===== config.mk =====
export PLATFORM = sky130hd
export DESIGN_NAME = motor_speed_load_monitor
export DESIGN_NICKNAME = d
export VERILOG_FILES = /design/src/rtl/core/msl_pkg.sv /design/src/rtl/core/motor_speed_load_monitor.sv
export SDC_FILE = /design/constraint.sdc
export NUM_CORES = 1
export LEC_CHECK = 0
export ABC_AREA = 0
export ABC_CLOCK_PERIOD_IN_PS = 12240
export BUFFER_PORTS_ARGS = -buffer_cell sky130_fd_sc_hd__buf_2
export CELL_PAD_IN_SITES_DETAIL_PLACEMENT = 1
export CELL_PAD_IN_SITES_GLOBAL_PLACEMENT = 1
export CORE_UTILIZATION = 25
export DETAILED_ROUTE_END_ITERATION = 8
export PLACE_DENSITY = 0.59
export SLEW_MARGIN = 25
export SYNTH_ARGS = -nofsm -noshare
export SYNTH_HDL_FRONTEND = slang
export SYNTH_SLANG_ARGS = --single-unit

===== constraint.sdc =====
create_clock -name aclk -period 12.24 [get_ports aclk]
set_clock_uncertainty 0.15 [all_clocks]
set_input_delay 2.448 -clock aclk [delete_from_list [all_inputs] [get_ports aclk]]
set_output_delay 2.448 -clock aclk [all_outputs]
set_load 0.02 [all_outputs]

===== src/rtl/core/msl_pkg.sv =====
`timescale 1ns / 1ps
// ----------------------------------------------------------------------------
// Motor speed and load monitor package
// Shared widths, reset values, mode and event codes and register indexes.
// ----------------------------------------------------------------------------
package msl_pkg;

    localparam int SPEED_BITS_DEFAULT  = 16;
    localparam int SAMPLE_BITS_DEFAULT = 12;

    localparam int CFG_DATA_BITS   = 16;
    localparam int CFG_INDEX_BITS  = 3;
    localparam int CFG_SAMPLE_BITS = 12;
    localparam int COUNT_BITS      = 16;
    localparam int MODE_BITS       = 2;
    localparam int EVENT_BITS      = 2;

    localparam logic [CFG_INDEX_BITS-1:0] REG_STABLE_LOW     = 3'd0;
    localparam logic [CFG_INDEX_BITS-1:0] REG_STABLE_HIGH    = 3'd1;
    localparam logic [CFG_INDEX_BITS-1:0] REG_LOST_LOW       = 3'd2;
    localparam logic [CFG_INDEX_BITS-1:0] REG_LOST_HIGH      = 3'd3;
    localparam logic [CFG_INDEX_BITS-1:0] REG_CURRENT_CENTER = 3'd4;
    localparam logic [CFG_INDEX_BITS-1:0] REG_STABLE_NEEDED  = 3'd5;
    localparam logic [CFG_INDEX_BITS-1:0] REG_LOST_NEEDED    = 3'd6;

    localparam logic [CFG_DATA_BITS-1:0] RST_STABLE_LOW     = 16'd502;
    localparam logic [CFG_DATA_BITS-1:0] RST_STABLE_HIGH    = 16'd522;
    localparam logic [CFG_DATA_BITS-1:0] RST_LOST_LOW       = 16'd358;
    localparam logic [CFG_DATA_BITS-1:0] RST_LOST_HIGH      = 16'd666;
    localparam logic [CFG_DATA_BITS-1:0] RST_CURRENT_CENTER = 16'd2048;
    localparam logic [COUNT_BITS-1:0]    RST_STABLE_NEEDED  = 16'd400;
    localparam logic [COUNT_BITS-1:0]    RST_LOST_NEEDED    = 16'd10;

    localparam logic [MODE_BITS-1:0] MODE_INIT      = 2'd0;
    localparam logic [MODE_BITS-1:0] MODE_STEADY    = 2'd1;
    localparam logic [MODE_BITS-1:0] MODE_LOST      = 2'd2;
    localparam logic [MODE_BITS-1:0] MODE_RECOVERED = 2'd3;

    localparam logic [EVENT_BITS-1:0] EV_NONE      = 2'd0;
    localparam logic [EVENT_BITS-1:0] EV_RECOVERED = 2'd1;
    localparam logic [EVENT_BITS-1:0] EV_OVER      = 2'd2;
    localparam logic [EVENT_BITS-1:0] EV_UNDER     = 2'd3;

    typedef enum logic [3:0] {
        ST_INIT      = 4'b0001,
        ST_STEADY    = 4'b0010,
        ST_LOST      = 4'b0100,
        ST_RECOVERED = 4'b1000
    } mon_state_t;

endpackage


===== src/rtl/core/motor_speed_load_monitor.sv =====
`timescale 1ns / 1ps
// ----------------------------------------------------------------------------
// Motor speed and load monitor
// Tracks speed stability and loss over runs of samples and judges motor
// current against a captured baseline after the speed recovers.
// ----------------------------------------------------------------------------
// Usage:
// Each item on the s_ channel carries a speed sample (unsigned Q8.8), a
// current sample and a direction bit. Every item gives exactly one result
// item on the m_ channel with the mode after the item, an event code and the
// run counter. The cfg channel writes the seven threshold registers by index;
// it is always ready. Writes are to be made only while no item is in flight;
// the block itself does not enforce this. An item is held in an input
// register; its mode and counter update is done from there into the result
// register, which drives m_valid. One item is accepted every cycle while the
// receiver takes results; the rate is set by the single mode and counter
// update between the two registers.
// When the receiver stalls, the result register holds and the input register
// fills; s_ready drops only when both are full.
// Reset clears the mode to init, the run counter and baseline to zero,
// empties both registers and loads the default thresholds.
// ----------------------------------------------------------------------------
module motor_speed_load_monitor #(
    parameter int SPEED_BITS  = msl_pkg::SPEED_BITS_DEFAULT,
    parameter int SAMPLE_BITS = msl_pkg::SAMPLE_BITS_DEFAULT
) (
    input  logic                              aclk,
    input  logic                              aresetn,

    input  logic                              cfg_valid,
    output logic                              cfg_ready,
    input  logic [msl_pkg::CFG_INDEX_BITS-1:0] cfg_index,
    input  logic [msl_pkg::CFG_DATA_BITS-1:0] cfg_data,

    input  logic                              s_valid,
    output logic                              s_ready,
    input  logic [SPEED_BITS-1:0]             s_speed,
    input  logic [SAMPLE_BITS-1:0]            s_current_sample,
    input  logic                              s_direction_up,

    output logic                              m_valid,
    input  logic                              m_ready,
    output logic [msl_pkg::MODE_BITS-1:0]     m_mode,
    output logic [msl_pkg::EVENT_BITS-1:0]    m_event_res,
    output logic [msl_pkg::COUNT_BITS-1:0]    m_run_count
);

    localparam int CB = msl_pkg::COUNT_BITS;
    localparam int SPD_USE = (SPEED_BITS < msl_pkg::CFG_DATA_BITS) ?
                             SPEED_BITS : msl_pkg::CFG_DATA_BITS;
    localparam int SMP_USE = (SAMPLE_BITS < msl_pkg::CFG_SAMPLE_BITS) ?
                             SAMPLE_BITS : msl_pkg::CFG_SAMPLE_BITS;
    localparam int LOAD_BITS = SAMPLE_BITS + 2;

    logic [SPEED_BITS-1:0]  stable_low_reg, stable_high_reg;
    logic [SPEED_BITS-1:0]  lost_low_reg, lost_high_reg;
    logic [SAMPLE_BITS-1:0] center_reg;
    logic [CB-1:0]          stable_needed_reg, lost_needed_reg;

    logic                   in_valid_reg;
    logic [SPEED_BITS-1:0]  in_speed_reg;
    logic [SAMPLE_BITS-1:0] in_cur_reg;
    logic                   in_up_reg;

    msl_pkg::mon_state_t    state_reg, state_next;
    logic [CB-1:0]          count_reg, count_next;
    logic [SAMPLE_BITS-1:0] baseline_reg, baseline_next;

    logic                   res_valid_reg;
    logic [msl_pkg::MODE_BITS-1:0]  res_mode_reg, res_mode_next;
    logic [msl_pkg::EVENT_BITS-1:0] res_event_reg, res_event_next;

    logic                   advance;
    logic                   step;
    logic [SPEED_BITS-1:0]  spd_in;
    logic [SAMPLE_BITS-1:0] cur_in;
    logic                   in_stable, out_lost;
    logic                   hit;
    logic [CB-1:0]          needed, thr, count_inc;
    logic                   reached;
    logic [SAMPLE_BITS-1:0] dev_cur, dev_base;
    logic [LOAD_BITS-1:0]   dev_cur2, dev_base3, dev_base1;

    assign cfg_ready = 1'b1;
    assign advance   = !res_valid_reg || m_ready;
    assign s_ready   = !in_valid_reg || advance;
    assign step      = in_valid_reg && advance;

    assign spd_in = SPEED_BITS'(s_speed[SPD_USE-1:0]);
    assign cur_in = SAMPLE_BITS'(s_current_sample[SMP_USE-1:0]);

    always_ff @(posedge aclk) begin
        if (!aresetn) begin
            stable_low_reg    <= SPEED_BITS'(msl_pkg::RST_STABLE_LOW);
            stable_high_reg   <= SPEED_BITS'(msl_pkg::RST_STABLE_HIGH);
            lost_low_reg      <= SPEED_BITS'(msl_pkg::RST_LOST_LOW);
            lost_high_reg     <= SPEED_BITS'(msl_pkg::RST_LOST_HIGH);
            center_reg        <= SAMPLE_BITS'(msl_pkg::RST_CURRENT_CENTER);
            stable_needed_reg <= msl_pkg::RST_STABLE_NEEDED;
            lost_needed_reg   <= msl_pkg::RST_LOST_NEEDED;
        end else if (cfg_valid) begin
            unique case (cfg_index)
                msl_pkg::REG_STABLE_LOW:    stable_low_reg  <= SPEED_BITS'(cfg_data);
                msl_pkg::REG_STABLE_HIGH:   stable_high_reg <= SPEED_BITS'(cfg_data);
                msl_pkg::REG_LOST_LOW:      lost_low_reg    <= SPEED_BITS'(cfg_data);
                msl_pkg::REG_LOST_HIGH:     lost_high_reg   <= SPEED_BITS'(cfg_data);
                msl_pkg::REG_CURRENT_CENTER: begin
                    center_reg <= SAMPLE_BITS'(cfg_data[SMP_USE-1:0]);
                end
                msl_pkg::REG_STABLE_NEEDED: stable_needed_reg <= cfg_data;
                msl_pkg::REG_LOST_NEEDED:   lost_needed_reg   <= cfg_data;
                default: ;
            endcase
        end
    end

    always_ff @(posedge aclk) begin
        if (!aresetn) begin
            in_valid_reg <= 1'b0;
        end else if (s_ready) begin
            in_valid_reg <= s_valid;
        end
    end

    always_ff @(posedge aclk) begin
        if (s_valid && s_ready) begin
            in_speed_reg <= spd_in;
            in_cur_reg   <= cur_in;
            in_up_reg    <= s_direction_up;
        end
    end

    assign in_stable = (in_speed_reg >= stable_low_reg) && (in_speed_reg <= stable_high_reg);
    assign out_lost  = (in_speed_reg < lost_low_reg) || (in_speed_reg > lost_high_reg);

    assign hit    = (state_reg == msl_pkg::ST_STEADY) ? out_lost : in_stable;
    assign needed = (state_reg == msl_pkg::ST_STEADY) ? lost_needed_reg : stable_needed_reg;
    assign thr    = (needed == '0) ? CB'(1) : needed;

    always_comb begin
        if (!hit) begin
            count_inc = '0;
        end else if (count_reg == {CB{1'b1}}) begin
            count_inc = count_reg;
        end else begin
            count_inc = count_reg + CB'(1);
        end
    end

    assign reached = (count_inc >= thr);

    assign dev_cur   = (in_cur_reg >= center_reg) ? (in_cur_reg - center_reg) :
                                                    (center_reg - in_cur_reg);
    assign dev_base  = (baseline_reg >= center_reg) ? (baseline_reg - center_reg) :
                                                      (center_reg - baseline_reg);
    assign dev_cur2  = {1'b0, dev_cur, 1'b0};
    assign dev_base1 = LOAD_BITS'(dev_base);
    assign dev_base3 = {1'b0, dev_base, 1'b0} + dev_base1;

    always_comb begin
        state_next     = state_reg;
        baseline_next  = baseline_reg;
        count_next     = reached ? '0 : count_inc;
        res_event_next = msl_pkg::EV_NONE;
        unique case (state_reg)
            msl_pkg::ST_INIT: begin
                if (reached) begin
                    state_next    = msl_pkg::ST_STEADY;
                    baseline_next = in_cur_reg;
                end
            end
            msl_pkg::ST_STEADY: begin
                if (reached) begin
                    state_next = msl_pkg::ST_LOST;
                end
            end
            msl_pkg::ST_LOST: begin
                if (reached) begin
                    state_next     = msl_pkg::ST_RECOVERED;
                    res_event_next = msl_pkg::EV_RECOVERED;
                end
            end
            msl_pkg::ST_RECOVERED: begin
                count_next = count_reg;
                state_next = msl_pkg::ST_STEADY;
                if (in_up_reg && (dev_cur2 > dev_base3)) begin
                    res_event_next = msl_pkg::EV_OVER;
                end else if (!in_up_reg && (dev_cur2 < dev_base1)) begin
                    res_event_next = msl_pkg::EV_UNDER;
                end
            end
            default: begin
                state_next = msl_pkg::ST_INIT;
            end
        endcase
    end

    always_comb begin
        unique case (state_next)
            msl_pkg::ST_INIT:      res_mode_next = msl_pkg::MODE_INIT;
            msl_pkg::ST_STEADY:    res_mode_next = msl_pkg::MODE_STEADY;
            msl_pkg::ST_LOST:      res_mode_next = msl_pkg::MODE_LOST;
            msl_pkg::ST_RECOVERED: res_mode_next = msl_pkg::MODE_RECOVERED;
            default:               res_mode_next = msl_pkg::MODE_INIT;
        endcase
    end

    always_ff @(posedge aclk) begin
        if (!aresetn) begin
            state_reg     <= msl_pkg::ST_INIT;
            count_reg     <= '0;
            baseline_reg  <= '0;
            res_valid_reg <= 1'b0;
        end else begin
            if (step) begin
                state_reg    <= state_next;
                count_reg    <= count_next;
                baseline_reg <= baseline_next;
            end
            if (advance) begin
                res_valid_reg <= in_valid_reg;
            end
        end
    end

    always_ff @(posedge aclk) begin
        if (step) begin
            res_mode_reg  <= res_mode_next;
            res_event_reg <= res_event_next;
        end
    end

    assign m_valid     = res_valid_reg;
    assign m_mode      = res_mode_reg;
    assign m_event_res = res_event_reg;
    assign m_run_count = count_reg;

endmodule


==> results.md <==
* Outcome: complete, but fails checks
* Failing checks: design-rule violations
* Post-Layout Cell Count at around 2100
* Post-Synth Simple-Gate Area at 0.189
* Clock latency on the worst-skew pair at approximately 0.47 ns
* Synth Instances at between 1000 and 1500
* RePlAce Congestion at just over 0.8
* WS Path Type: flop to flop
* Starting density of the core at 0.255
* H-tree depth at 4
* Largest cells by area after synthesis: dfxtp_1 24%, ha_1 17%, edfxtp_1 8.3%
* Drt pass-1 iters at 7
* Worst-path clk slew at about 0.070 ns
* Post-synthesis mux area share at 0.0414
* Fmax at about 160 MHz
* FF-to-FF path depth at 24
* Final Max Slew Viols at 0
* Sequential element share of the synthesized area at 0.321
* HP Start: lost_high_reg[13]
* CTS Root Cell: clkbuf_16
* Most numerous cell in the Yosys netlist: nand2_1
* Post-DP HPWL at around 29000 um
* Fin. Hold Viols at 0
* Synthesized Nets at around 1700
* Height of the die at between 200 and 250 um
* Ys async rst share at 0
* Die area at 0.0486 mm^2
* CTS tree: built
* Total GRT Usage at 0.164
* Final Critical Period at approximately 6.4 ns
* Cell Rows at 79
* CTS resizes at 0
* Warnings from Yosys at 0
* CP max FO at 22
* Number of antenna violations at the first check in global routing at 0
* Clock Sinks at ~180
* EDFF count, synth at 33
* Yosys reg bits at about 180
* Ant diodes at 0
* Max Cap Violations at 0
* Worst-Margin Slew at slightly above 0.9 ns
* Worst Path Required at 12.28 ns
* Layout area overhead at 13.1%
* Hold Path Sink: lost_high_reg[13]
* Number of global-route vias before repair at 10666
* Routed len/inst at about 18 um
* Hold_ws at just over 0.3 ns
* Kind of start point of the critical path: flop
* DR iter-0 viols at 461
* Post-DR vias/cell at around 5
* Xor/xnor share of the synthesized area at 0.0323
* Placed insts at around 2100
* # DRC at 4
* Main combinational cell family by area after synthesis: simple AND/OR/NAND/NOR gates
* First-pass GRT wire length at just over 60000 um
* Number of hold buffers added after CTS at 0
* Largest net degree at the start of global routing at 87
* Synth Area in Compound Gates at 0.176
* Synth Area in Adders at 0.177
* Most frequent cells after synthesis: 258 x nand2_1, 170 x a21oi_1, 161 x ha_1, 142 x dfxtp_1, 125 x inv_1
* I/O pins at between 70 and 80
* Pwr/cell area at 109 mW/mm^2
* Num CTS Buffers at 17
* Antenna Nets Post-Route at 0
* Worst hold path class: flop to flop
* Crit path launch: center_reg[5]
* Top cell type's share of synthesized area at 0.238
* VDD IR-drop max at 0.0844 mV
* CTS max path bufs at 2
* Finished Cell Area at around 0.013 mm^2
* Hold Path Depth at 2
* Core region area at between 0.04 and 0.05 mm^2
* Biggest area consumer among synthesized cells: dfxtp_1
* Slew headroom at 0.388
* Final worst path period share at 0.521
* DIE WIDTH at between 200 and 250 um
* Crit end category: flop
* Final net count at ~1700
* Cell area after synthesis at approximately 0.012 mm^2
* Leakage at roughly 5.6 nW
* Number of fill cells at approximately 5700
* CP Data Arrival Time at between 6 and 7 ns
* Layout cells sized above 1 at 0.0892
* Cell area after placement at 0.0129 mm^2
* Post-Route WL at 38400 um
* Setup TNS at 0 ns
* Synthesized area per cell at a little over 8 um^2
* Routed via count at slightly above 10000
* Setup violations, final at 0
* Worst R2R Start: center_reg[5]
* Distinct cells, synth at between 70 and 80
* IO buf count at between 70 and 80
* Main synth FF type: dfxtp_1
* Reg2reg end: m_event_res[1]
* Setup slack, reg-to-reg at 5.86 ns
* RSZ-0062 raised after global routing: no
* Post-CTS Setup Bufs at 0
* Grt total ovfl at 0
critical path: stages, from the launching register on:
cell      delay [ns]
dfxtp_1         0.38
inv_1           0.08
ha_1            0.44
a21oi_1         0.40
o21ai_0         0.19
a311oi_2        0.28
buf_4           0.33
mux2i_1         0.47
inv_1           0.17
ha_1            0.27
fa_1            0.41
a21o_1          0.19
a211oi_1        0.25
nor2_1          0.11
nor4_1          0.31
o41ai_1         0.21
xnor2_1         0.16
ha_1            0.30
nand2_1         0.07
or3_1           0.13
nor2_1          0.05
a211oi_1        0.19
o21ai_0         0.18
a211oi_1        0.25
o32ai_1         0.13
power by group:
part / switching (mW) / internal (mW) / total [mW]
Sequential: 0.0126 / 0.603 / 0.615
Combinational: 0.172 / 0.106 / 0.277
Clock: 0.262 / 0.322 / 0.584
Total: 0.446 / 1.03 / 1.48
cell type report:
type / instances / area, um^2 / area share
tap: 607 / 759 / 0.0563
inverter: 126 / 474 / 0.0351
multi-input combinational: 1095 / 7350 / 0.545
sequential: 175 / 3830 / 0.284
timing repair buffer: 85 / 465 / 0.0345
clock buffer: 19 / 464 / 0.0344
clock inverter: 13 / 146 / 0.0108
layout by cell type, fill, tap and decap left out, types with 27 or more instances in the layout:
cell type,Yosys,routed
edfxtp_1,33,33
o211ai_1,27,27
nor2_1,65,65
buf_2,8,74
mux2i_1,46,46
nand2_1,258,258
o21ai_0,48,48
inv_1,125,124
dfxtp_1,142,142
ha_1,161,161
nand3_1,37,37
a21oi_1,170,170
through the flow:
step	power [mW]	utilization	setup WS (ns)
2_1_floorplan	0.815	-	6.53
3_3_place_gp	0.900	0.275	6.01
3_5_place_dp	0.908	0.275	5.92
4_1_cts	1.50	0.288	5.88
5_1_grt	1.55	0.288	5.50
6_report	1.48	0.288	5.86
kinds of logic after synthesis:
| group | count (synthesis) |
|---|---|
| AND/OR/NAND/NOR | 492 |
| AO/OA/AOI/OAI | 343 |
| XOR/XNOR | 44 |
| other | 1 |
| adder cells (fa/ha/maj) | 166 |
| flip-flops | 175 |
| multiplexers | 49 |
| buffers and inverters | 189 |
worst max-delay path by stage:
stage	to	slack, ns	depth (start not counted)
after detailed placement	m_event_res[1]	5.92	24
after global routing	m_event_res[1]	5.50	24
after CTS	m_event_res[1]	5.88	24
after floorplan	m_event_res[1]	6.53	27
final	m_event_res[1]	5.86	24
after global placement	m_event_res[1]	6.01	25
layer usage:
layer	up-vias	global-route usage	routed length, um
li1	5163	-	-
met1	5038	0.218	18600
met2	135	0.274	18000
met3	33	0.0243	1310
met4	0	0.0409	497
met5	-	0	0
(Power assumes the default switching activity.)
